<file path="config.mk">
export PLATFORM = sky130hd
export DESIGN_NAME = fcca_mul
export DESIGN_NICKNAME = d
export VERILOG_FILES = /design/src/rtl/fcca_mul.sv
export SDC_FILE = /design/constraint.sdc
export NUM_CORES = 1
export LEC_CHECK = 0
export BUFFER_PORTS_ARGS = -buffer_cell sky130_fd_sc_hd__buf_2
export CAP_MARGIN = 10
export CORE_MARGIN = 1
export CORE_UTILIZATION = 40
export DETAILED_ROUTE_END_ITERATION = 10
export PLACE_DENSITY = 0.68
export SETUP_SLACK_MARGIN = 0.5
export SKIP_CTS_REPAIR_TIMING = 1
export SLEW_MARGIN = 10
export SYNTH_ARGS = -nofsm -noshare
export SYNTH_HDL_FRONTEND = slang
export SYNTH_SLANG_ARGS = --single-unit
</file>
<file path="constraint.sdc">
create_clock -name clk -period 3.3 [get_ports clk]
set_input_delay 0.66 -clock clk [delete_from_list [all_inputs] [get_ports clk]]
set_output_delay 0.66 -clock clk [all_outputs]
set_load 0.02 [all_outputs]
</file>
<file path="src/rtl/fcca_mul.sv">
`timescale 1ns / 1ps
// ----------------------------------------------------------------------------
// fcca_mul
// Shift-add multiplier, one bit of the 8-bit factor per cycle.
// ----------------------------------------------------------------------------
module fcca_mul (
  input  logic        clk,
  input  logic        rst_n,
  input  logic        start,
  input  logic [31:0] base,
  input  logic [31:0] mcand,
  input  logic [7:0]  mplier,
  output logic        done,
  output logic [31:0] prod
);

  logic [31:0] acc_r, acc_nxt;
  logic [31:0] mc_r, mc_nxt;
  logic [7:0]  mp_r, mp_nxt;
  logic [3:0]  cnt_r, cnt_nxt;
  logic        busy_r, busy_nxt;

  always_comb begin
    acc_nxt  = acc_r;
    mc_nxt   = mc_r;
    mp_nxt   = mp_r;
    cnt_nxt  = cnt_r;
    busy_nxt = busy_r;
    if (start) begin
      acc_nxt  = base;
      mc_nxt   = mcand;
      mp_nxt   = mplier;
      cnt_nxt  = 4'd0;
      busy_nxt = 1'b1;
    end else if (busy_r) begin
      if (mp_r[0]) begin
        acc_nxt = acc_r + mc_r;
      end
      mc_nxt  = {mc_r[30:0], 1'b0};
      mp_nxt  = {1'b0, mp_r[7:1]};
      cnt_nxt = cnt_r + 4'd1;
      if (cnt_r == 4'd7) begin
        busy_nxt = 1'b0;
      end
    end
  end

  always_ff @(posedge clk) begin
    if (!rst_n) begin
      busy_r <= 1'b0;
      cnt_r  <= 4'd0;
    end else begin
      busy_r <= busy_nxt;
      cnt_r  <= cnt_nxt;
    end
    acc_r <= acc_nxt;
    mc_r  <= mc_nxt;
    mp_r  <= mp_nxt;
  end

  assign done = busy_r && (cnt_r == 4'd7);
  assign prod = mp_r[0] ? acc_r + mc_r : acc_r;

endmodule

</file>
==> impl_metrics.toml, run 1 <==
[finish]
syn_to_final_growth_pct = 38.1
diodes = 0
drive_gt1_frac = 0.530
multiInputGateArea_um2 = 3020
stdcell_count = 785
fin_nets = 720
fillers = 1061
design_area_um2 = 7040
ff_latch_area_um2 = 2260

[synthesis]
yosys.area.top_type = "edfxtp_1"
async_reset_ff_frac = 0
synth_top_cell_area_share = 0.424
synth_flop_cell = "edfxtp_1"
synth_area_leaders = "edfxtp_1 (42%), mux2_2 (20%), ha_1 (7.9%)"
ys_types = 50
yosys.cell_count.top_type = "mux2_2"
syn-cell-area_um2 = 5100
yosysWarnings = 0
postSynthAreaPerCell_um2 = 11.7
ys_seq_elements = 77
synth-seq-area-share = 0.444
synth.net_count = 542
synth_edf_count = 72
synthCells = 434
synthTopCellsByCount = "mux2_2 (89), edfxtp_1 (72), ha_1 (32)"

[hold_path]
min_path_type = "flip-flop to flip-flop"

[clock_tree]
path_clk_slew_ps = 50
worstSkewPairLatency_ps = 350
clock_sinks = 77
cts_root_buf = "clkbuf_16"
cts_buffers = 9
cts_tree = "yes"
cts_max_level = 3
cts_buffer_depth = 2

[worst_setup_path]
cp-startpoint = "mc_r[0]"
crit_arrival_ps = 3390
reg2reg_slack_ps = -70
r2r_start = "mc_r[0]"
critical_path_class = "flip-flop to output port"
cp.required_ps = 2640
cp-end-kind = "output port"
start_kind = "flip-flop"
cp_max_fo = 2
worstSetupEndpoint = "prod[30]"
r2r.worst_path.cells = 12
r2r-end = "acc_r[28]"

[floorplan]
die_w_um = 115
design.core.area_um2 = 12200
die_area_um2 = 13200
ios = 108
num_rows = 40
die_y_um = 115
initial_core_util = 0.418

[sta]
fin_crit_ps = 4050
finalSetupTns_ps = -6730
setup_ws_ps = -750
skew_ps = 7.03
fmax_mhz = 247
tightest_slew_ps = 642
rsz0062_at_grt = "yes"
fin_crit_sh = 1.23
maxSlewViolCount = 0
finalHoldViolations = 0
setup_violations = 22
max_slew_margin = 0.572

[place]
post_dp_cell_area_um2 = 6450
placed_cells = 760
port_buffers = 107
dpl.hpwl_um = 8550
place.gp.congestion = 0.792

[detailed_routing]
vias = 4019
drt-wirelength-per-cell_um = 15.2
drcViolationCount = 0
first_pass_iters = 4
drtIter0Drc = 150
ant_nets = 0
vias_per_cell = 5.12
routed_wl_um = 11900

[power]
ir_drop_uv = 281
power.density_nw_per_um2 = 692
power_mw = 4.87
static-leakage-power_nw = 3.01

[global_route]
grt_pass1_wl_um = 19100
grt_max_degree = 73
antenna_found_initial = 1
grt_usage = 0.188
grt_pass1_vias = 4085
overflow = 0

[run]
maxCapViolCount = 0

[outcome]
status = "finished, violations left"
violations = "setup timing"
routing by layer:
metal	GRT usage	vias to the layer above	wire (um)
met3	0.0380	17	505
met5	0	-	0
met4	0.0883	0	244
met2	0.319	99	5850
li1	-	2019	-
met1	0.231	1884	5290
kinds of logic after synthesis:
group	count (synthesis)	synth area share
AO/OA/AOI/OAI	99	0.126
flip-flops	77	0.444
multiplexers	90	0.199
adder cells (fa/ha/maj)	33	0.0825
buffers and inverters	29	0.0213
XOR/XNOR	29	0.0498
AND/OR/NAND/NOR	77	0.0778
worst min path at each step:
stage	startpoint	cells after the start	to	slack, ps
after floorplan	cnt_r[1]	2	cnt_r[1]	490
after global placement	cnt_r[1]	2	cnt_r[1]	510
after detailed placement	cnt_r[1]	2	cnt_r[1]	540
after CTS	rst_n	2	busy_r	540
after global routing	rst_n	2	busy_r	570
final	mp_r[3]	1	mp_r[2]	550
where the power goes:
| part | internal [mW] | switching (mW) | leakage [nW] |
|---|---|---|---|
| clock network | 0.576 | 0.386 | 0.139 |
| registers | 1.27 | 0.0940 | 0.766 |
| logic | 1.31 | 1.24 | 2.11 |
| total | 3.15 | 1.72 | 3.01 |
critical path, cell delays in order (launching register included):
cell and delay [ps]:
edfxtp_1 400, ha_2 210, fa_2 340, a21o_1 220, a2bb2oi_2 160, a2bb2oi_2 100
a221o_1 320, a31o_1 210, a311o_1 350, a31oi_2 200, mux2_4 340, o21ai_4 70
buf_6 130
cell usage in the layout (no fill, tap or decap), drive strengths merged, types with 15 or more instances in the layout:
cell	netlist	final
o21ai	16	16
xor2	15	15
buf	2	184
a21o	16	16
clkbuf	15	15
nand2	20	20
edfxtp	72	72
a21oi	31	31
mux2	89	89
ha	32	32
nor2	17	17
sequential cells by signal, summed over array words and instances, names as in the netlist:
signal  cells
acc_r      32
mc_r       32
mp_r        8
cnt_r       4
busy_r      1
through the flow:
stage                     setup WS (ps)  hold slack (ps)   util
final                              -750              546  0.577
after global routing               -874              567  0.577
after CTS                          -908              541  0.552
after detailed placement           -510              537  0.528
after global placement             -478              508  0.528
after floorplan                    -233              487      -
final cells by class:
| class | count | share of cell area |
|---|---|---|
| inverters | 12 | 0.00640 |
| well taps | 168 | 0.0299 |
| flip-flops and latches | 77 | 0.321 |
| clock buffers | 15 | 0.0396 |
| multi-input cells | 328 | 0.429 |
| repair buffers | 184 | 0.174 |
| clock inverters | 1 | 0.000711 |
Power figures use the tool's default switching activity.
==> run 2: changes to the inputs <==
Settings changed: ABC_AREA set to 1, PLACE_DENSITY 0.68 to 0.67.
==> run 2 against run 1 <==
Compared with the run above: the run ends with DRC left; die area rose by 19%; via count increased by 48%; area after synthesis is 19% higher; largest power group unchanged.
==> impl_metrics.toml, run 2 <==
[detailed_routing]
drcViolationCount = 4
drtIter0Drc = 307
vias_per_cell = 4.79
vias = 5941
first_pass_iters = 8
ant_nets = 0
routed_wl_um = 16400
drt-wirelength-per-cell_um = 13.2

[place]
dpl.hpwl_um = 11800
dp_slack_ps = 278
post_dp_cell_area_um2 = 6850
placed_cells = 1187
port_buffers = 107
place.gp.congestion = 0.882

[outcome]
violations = "DRC"
status = "finished, violations left"

[global_route]
overflow = 0
grt_pass1_vias = 5229
grt_pass1_wl_um = 24900
grt_usage = 0.201
antenna_found_initial = 0
grt_max_degree = 73

[synthesis]
async_reset_ff_frac = 0
synth.net_count = 1019
synthCells = 911
synth-seq-area-share = 0.371
yosys.cell_count.top_type = "nand2_1"
synth_area_leaders = "edfxtp_1 (35%), nand2_1 (27%), inv_1 (7.3%)"
yosysWarnings = 0
synth_top_cell_area_share = 0.355
yosys.area.top_type = "edfxtp_1"
postSynthAreaPerCell_um2 = 6.69
synth_flop_cell = "edfxtp_1"
ys_seq_elements = 77
syn-cell-area_um2 = 6090
synthTopCellsByCount = "nand2_1 (435), inv_1 (118), edfxtp_1 (72)"
ys_types = 33
synth_edf_count = 72

[finish]
final_util = 0.569
final_cell_mix = "nand2_1 (384), inv_1 (113), buf_2 (85)"
fin_nets = 1158
largest_registers = "acc_r (32), mc_r (32), mp_r (8)"
stdcell_count = 1239
mostFrequentLayoutCell = "nand2_1"
syn_to_final_growth_pct = 37.2
diodes = 0
drive_gt1_frac = 0.335
design_area_um2 = 8360

[floorplan]
num_rows = 44
die_w_um = 125
ios = 108
initial_core_util = 0.414
die_area_um2 = 15700
design.core.area_um2 = 14700
die_y_um = 125

[power]
power_mw = 4.62
static-leakage-power_nw = 4.26
ir_drop_uv = 251
power.density_nw_per_um2 = 553

[sta]
fin_crit_ps = 3050
rsz0062_at_grt = "yes"
maxSlewViolCount = 0
finalHoldViolations = 0
skew_ps = 8.03
tightest_slew_ps = 506
fin_crit_sh = 0.926
setup_ws_ps = 246
max_slew_margin = 0.662
setup_violations = 0
fmax_mhz = 327

[worst_setup_path]
cp_max_fo = 5
crit_arrival_ps = 2390
start_kind = "flip-flop"
max_stage_delay_ps = 430
reg2reg_slack_ps = 1110
cpMostUsedCell = "nand2_2"
crit_chain = "ha_4 > fa_2 > nand3_2 > nand3_4 > nand2_1 > nand2_2 > nand2_2 > nand2_4 > xnor2_2 > a21boi_2 > buf_4"
cp-end-kind = "output port"
critPathSlowestCell = "edfxtp_1"
cp.required_ps = 2640
critical_path_class = "flip-flop to output port"

[clock_tree]
worstSkewPairLatency_ps = 350
cts_max_level = 3
clock_sinks = 77
cts_root_buf = "clkbuf_16"
path_clk_slew_ps = 60
cts_buffers = 9
cts_buffer_depth = 2
cts_tree = "yes"

[run]
maxCapViolCount = 0

[hold_path]
min_path_type = "flip-flop to flip-flop"
## run 2: cell types whose count changed after synthesis, moves of 8 or more
cell / previous run / this run
nand2_1: 20 / 435
inv_1: 12 / 118
mux2_2: 89 / 0
nand3_1: 2 / 59
nor2_1: 17 / 47
a21o_1: 16 / 1
xor2_1: 15 / 0
or2_2: 3 / 16
and2_1: 3 / 14
o21ai_0: 15 / 5
a21oi_1: 30 / 21
inv_2: 0 / 8
nor2b_1: 8 / 0
## run 2: logic make-up (layout without fill, tap and decap cells)
kind of cell / after synthesis / after routing / synth area share
buffers and inverters: 148 / 292 / 0.0918
and+or+nand+nor: 589 / 589 / 0.397
adders and majority gates: 33 / 33 / 0.0690
DFF: 77 / 77 / 0.371
AOI/OAI and AO/OA: 49 / 49 / 0.0491
xor gates and xnor gates: 15 / 15 / 0.0216
## run 2: power breakdown
group | internal, mW | leakage, nW | switching [mW]
registers | 1.22 | 0.779 | 0.113
logic | 0.969 | 3.32 | 1.26
clock network | 0.658 | 0.154 | 0.398
## run 2: worst paths after layout
kind,from,depth (start not counted),to
setup / recovery,acc_r[0],11,prod[16]
hold / removal,cnt_r[0],2,cnt_r[0]
setup reg to reg,acc_r[0],12,acc_r[16]
hold reg to reg,cnt_r[0],2,cnt_r[0]
## run 2: metrics by stage
stage,hold slack [ps],setup TNS (ps)
after detailed placement,484,0
after global routing,529,0
after CTS,492,-189
after global placement,470,0
after floorplan,444,0
final,489,0
## run 2: cell type report
type                            instances  area, um^2
Clock buffer                            9         225
Multi-Input combinational cell        686        4110
Tap cell                              184         230
Clock inverter                          7        90.1
Sequential cell                        77        2260
Inverter                              126         473
Timing Repair Buffer                  150         968
Fill cell                            1395        6340
## run 2: metal layers
layer | up-vias | share of wire | global-route usage | routed length (um)
met3 | 27 | 0.042 | 0.0398 | 694
met2 | 134 | 0.45 | 0.305 | 7420
met4 | 0 | 0.022 | 0.0710 | 365
li1 | 3121 | - | - | -
met5 | - | 0 | 0 | 0
met1 | 2659 | 0.48 | 0.283 | 7930
## run 2: critical path, delay by kind of cell, from the launching register on
kind	cells	cell delay (ps)
DFF	1	430
and+or+nand+nor	6	500
buffers and inverters	1	160
xor gates and xnor gates	1	160
AOI/OAI and AO/OA	1	180
adders and majority gates	2	610
==> run 3: changes to the inputs <==
Settings changed: CELL_PAD_IN_SITES_DETAIL_PLACEMENT set to 0, CELL_PAD_IN_SITES_GLOBAL_PLACEMENT set to 2, CORE_UTILIZATION 40 to 33, PLACE_DENSITY 0.67 to 0.9.
Clock period 3.3 ns to 3.9 ns, I/O delays scaled along.
==> run 3 against run 2 <==
Compared with the run above: the run now ends clean; clock skew up 1.9 ps; worst setup slack better by 380 ps; total power down 25%; global-route usage down 1.1 points; clock power down 17%; clock-buffer cell count up 4; utilization down 16 points; critical path type unchanged; largest cell class unchanged.
==> impl_metrics.toml, run 3 (synthesized netlist as in run 2, its figures left out) <==
[finish]
drive_gt1_frac = 0.205
syn_to_final_growth_pct = 21.5
final_cell_mix = "nand2_1 (433), inv_1 (117), buf_2 (106)"
mostFrequentLayoutCell = "nand2_1"
largest_registers = "acc_r (32), mc_r (32), mp_r (8)"
diodes = 0
design_area_um2 = 7400
fin_nets = 1125

[global_route]
met3_usage = 0.0219
grt_usage = 0.190
grt_max_degree = 49
grt_pass1_vias = 5112
gr-usage-met2 = 0.274
grt-busiest-layer = "met1"
grt_use_met1 = 0.291
antenna_found_initial = 0
overflow = 0
grt_pass1_wl_um = 26800

[hold_path]
min_path_type = "flip-flop to flip-flop"
hold_start = "cnt_r[3]"

[detailed_routing]
first_pass_iters = 4
drt-wirelength-per-cell_um = 13.8
drtIter0Drc = 216
drcViolationCount = 0
vias = 5601
routed_wl_um = 17200
ant_nets = 0
vias_per_cell = 4.48

[worst_setup_path]
crit_chain = "ha_4 > fa_2 > nand3_2 > nand3_2 > nand2_1 > nand2_1 > nand2_1 > nand2_2 > xnor2_2 > a21boi_2 > buf_6"
critPathSlowestCell = "edfxtp_1"
cpMostUsedCell = "nand2_1"
cp-startpoint = "mc_r[0]"
r2r_start = "mc_r[0]"
critical_path_class = "flip-flop to output port"
crit_arrival_ps = 2490
cp-end-kind = "output port"
cp_max_fo = 5
max_stage_delay_ps = 440
cp.required_ps = 3120
start_kind = "flip-flop"

[outcome]
status = "completed"

[power]
combPwrFrac = 0.429
clkPwrFrac = 0.253
p_sw_frac = 0.398
power.density_nw_per_um2 = 467
static-leakage-power_nw = 3.93
p_int_mw = 2.08
p_seq_frac = 0.318
switchingPower_mw = 1.38
ir_drop_uv = 229

[sta]
fin_crit_ps = 3270
tightest_slew_ps = 721
holdWs_ps = 474
finalHoldViolations = 0
setup_violations = 0
fmax_mhz = 306
rsz0062_at_grt = "yes"
skew_ps = 9.97
max_slew_margin = 0.519
fin_crit_sh = 0.838
maxSlewViolCount = 0
finalSetupTns_ps = 0

[floorplan]
die_w_um = 138
die_y_um = 138
ios = 108
design.core.area_um2 = 18000
initial_core_util = 0.338
die_area_um2 = 19000
num_rows = 49

[clock_tree]
path_clk_slew_ps = 60
clock_sinks = 77
cts_max_level = 3
cts_buffer_depth = 2
worstSkewPairLatency_ps = 360
cts_tree = "yes"
cts_buffers = 9
cts_root_buf = "clkbuf_16"

[place]
dpl.hpwl_um = 13700
post_dp_cell_area_um2 = 6890
place.gp.congestion = 0.838
port_buffers = 107

[run]
maxCapViolCount = 0
-- run 3: changes by cell type in the layout (fill, tap and decap cells not counted), sizes merged --
cell and delta:
buf -33, clkinv -5, inv +2, bufinv -2
clkbuf +4, clkinvlp +1
-- run 3: metrics by stage --
step,util,total power [mW],setup WS (ps),std cells
after global routing,0.411,3.71,453,1251
after detailed placement,0.382,2.53,760,1231
after global placement,0.382,2.54,821,1231
after CTS,0.399,3.41,365,1247
after floorplan,-,2.11,1120,911
final,0.411,3.46,630,1251
-- run 3: power groups by stage --
stage	sequential [mW]	clock, mW	combinational (mW)
2_1_floorplan	1.09	0	1.02
3_3_place_gp	1.11	0	1.43
3_5_place_dp	1.11	0	1.43
4_1_cts	1.09	0.889	1.43
5_1_grt	1.11	0.920	1.68
6_report	1.10	0.875	1.48
-- run 3: worst paths after layout --
check	end	slack [ps]	cells past startpoint
min reg2reg	cnt_r[3]	470	1
min	cnt_r[3]	470	1
max	prod[16]	630	11
max reg2reg	acc_r[12]	1590	11
-- run 3: cell type report --
| type | instances | area, um^2 |
|---|---|---|
| clock inverters | 3 | 25.0 |
| multi-input cells | 686 | 3440 |
| fillers | 2011 | 10600 |
| repair buffers | 117 | 629 |
| well taps | 229 | 287 |
| clock buffers | 13 | 282 |
| inverters | 126 | 473 |
| flip-flops and latches | 77 | 2260 |
-- run 3: critical path: cells and delay by family, from the launching register on --
family	cells	cell delay [ps]
fa+ha+maj	2	640
simple gates	6	570
xor+xnor	1	150
flops	1	440
compound gates	1	190
buf+inv	1	140
-- run 3: metal layers --
metal  wire, um  vias to the layer above
met5          0                        -
met4        232                        0
met3        569                       12
met2       7120                      101
met1       9320                     2434
li1           -                     3054
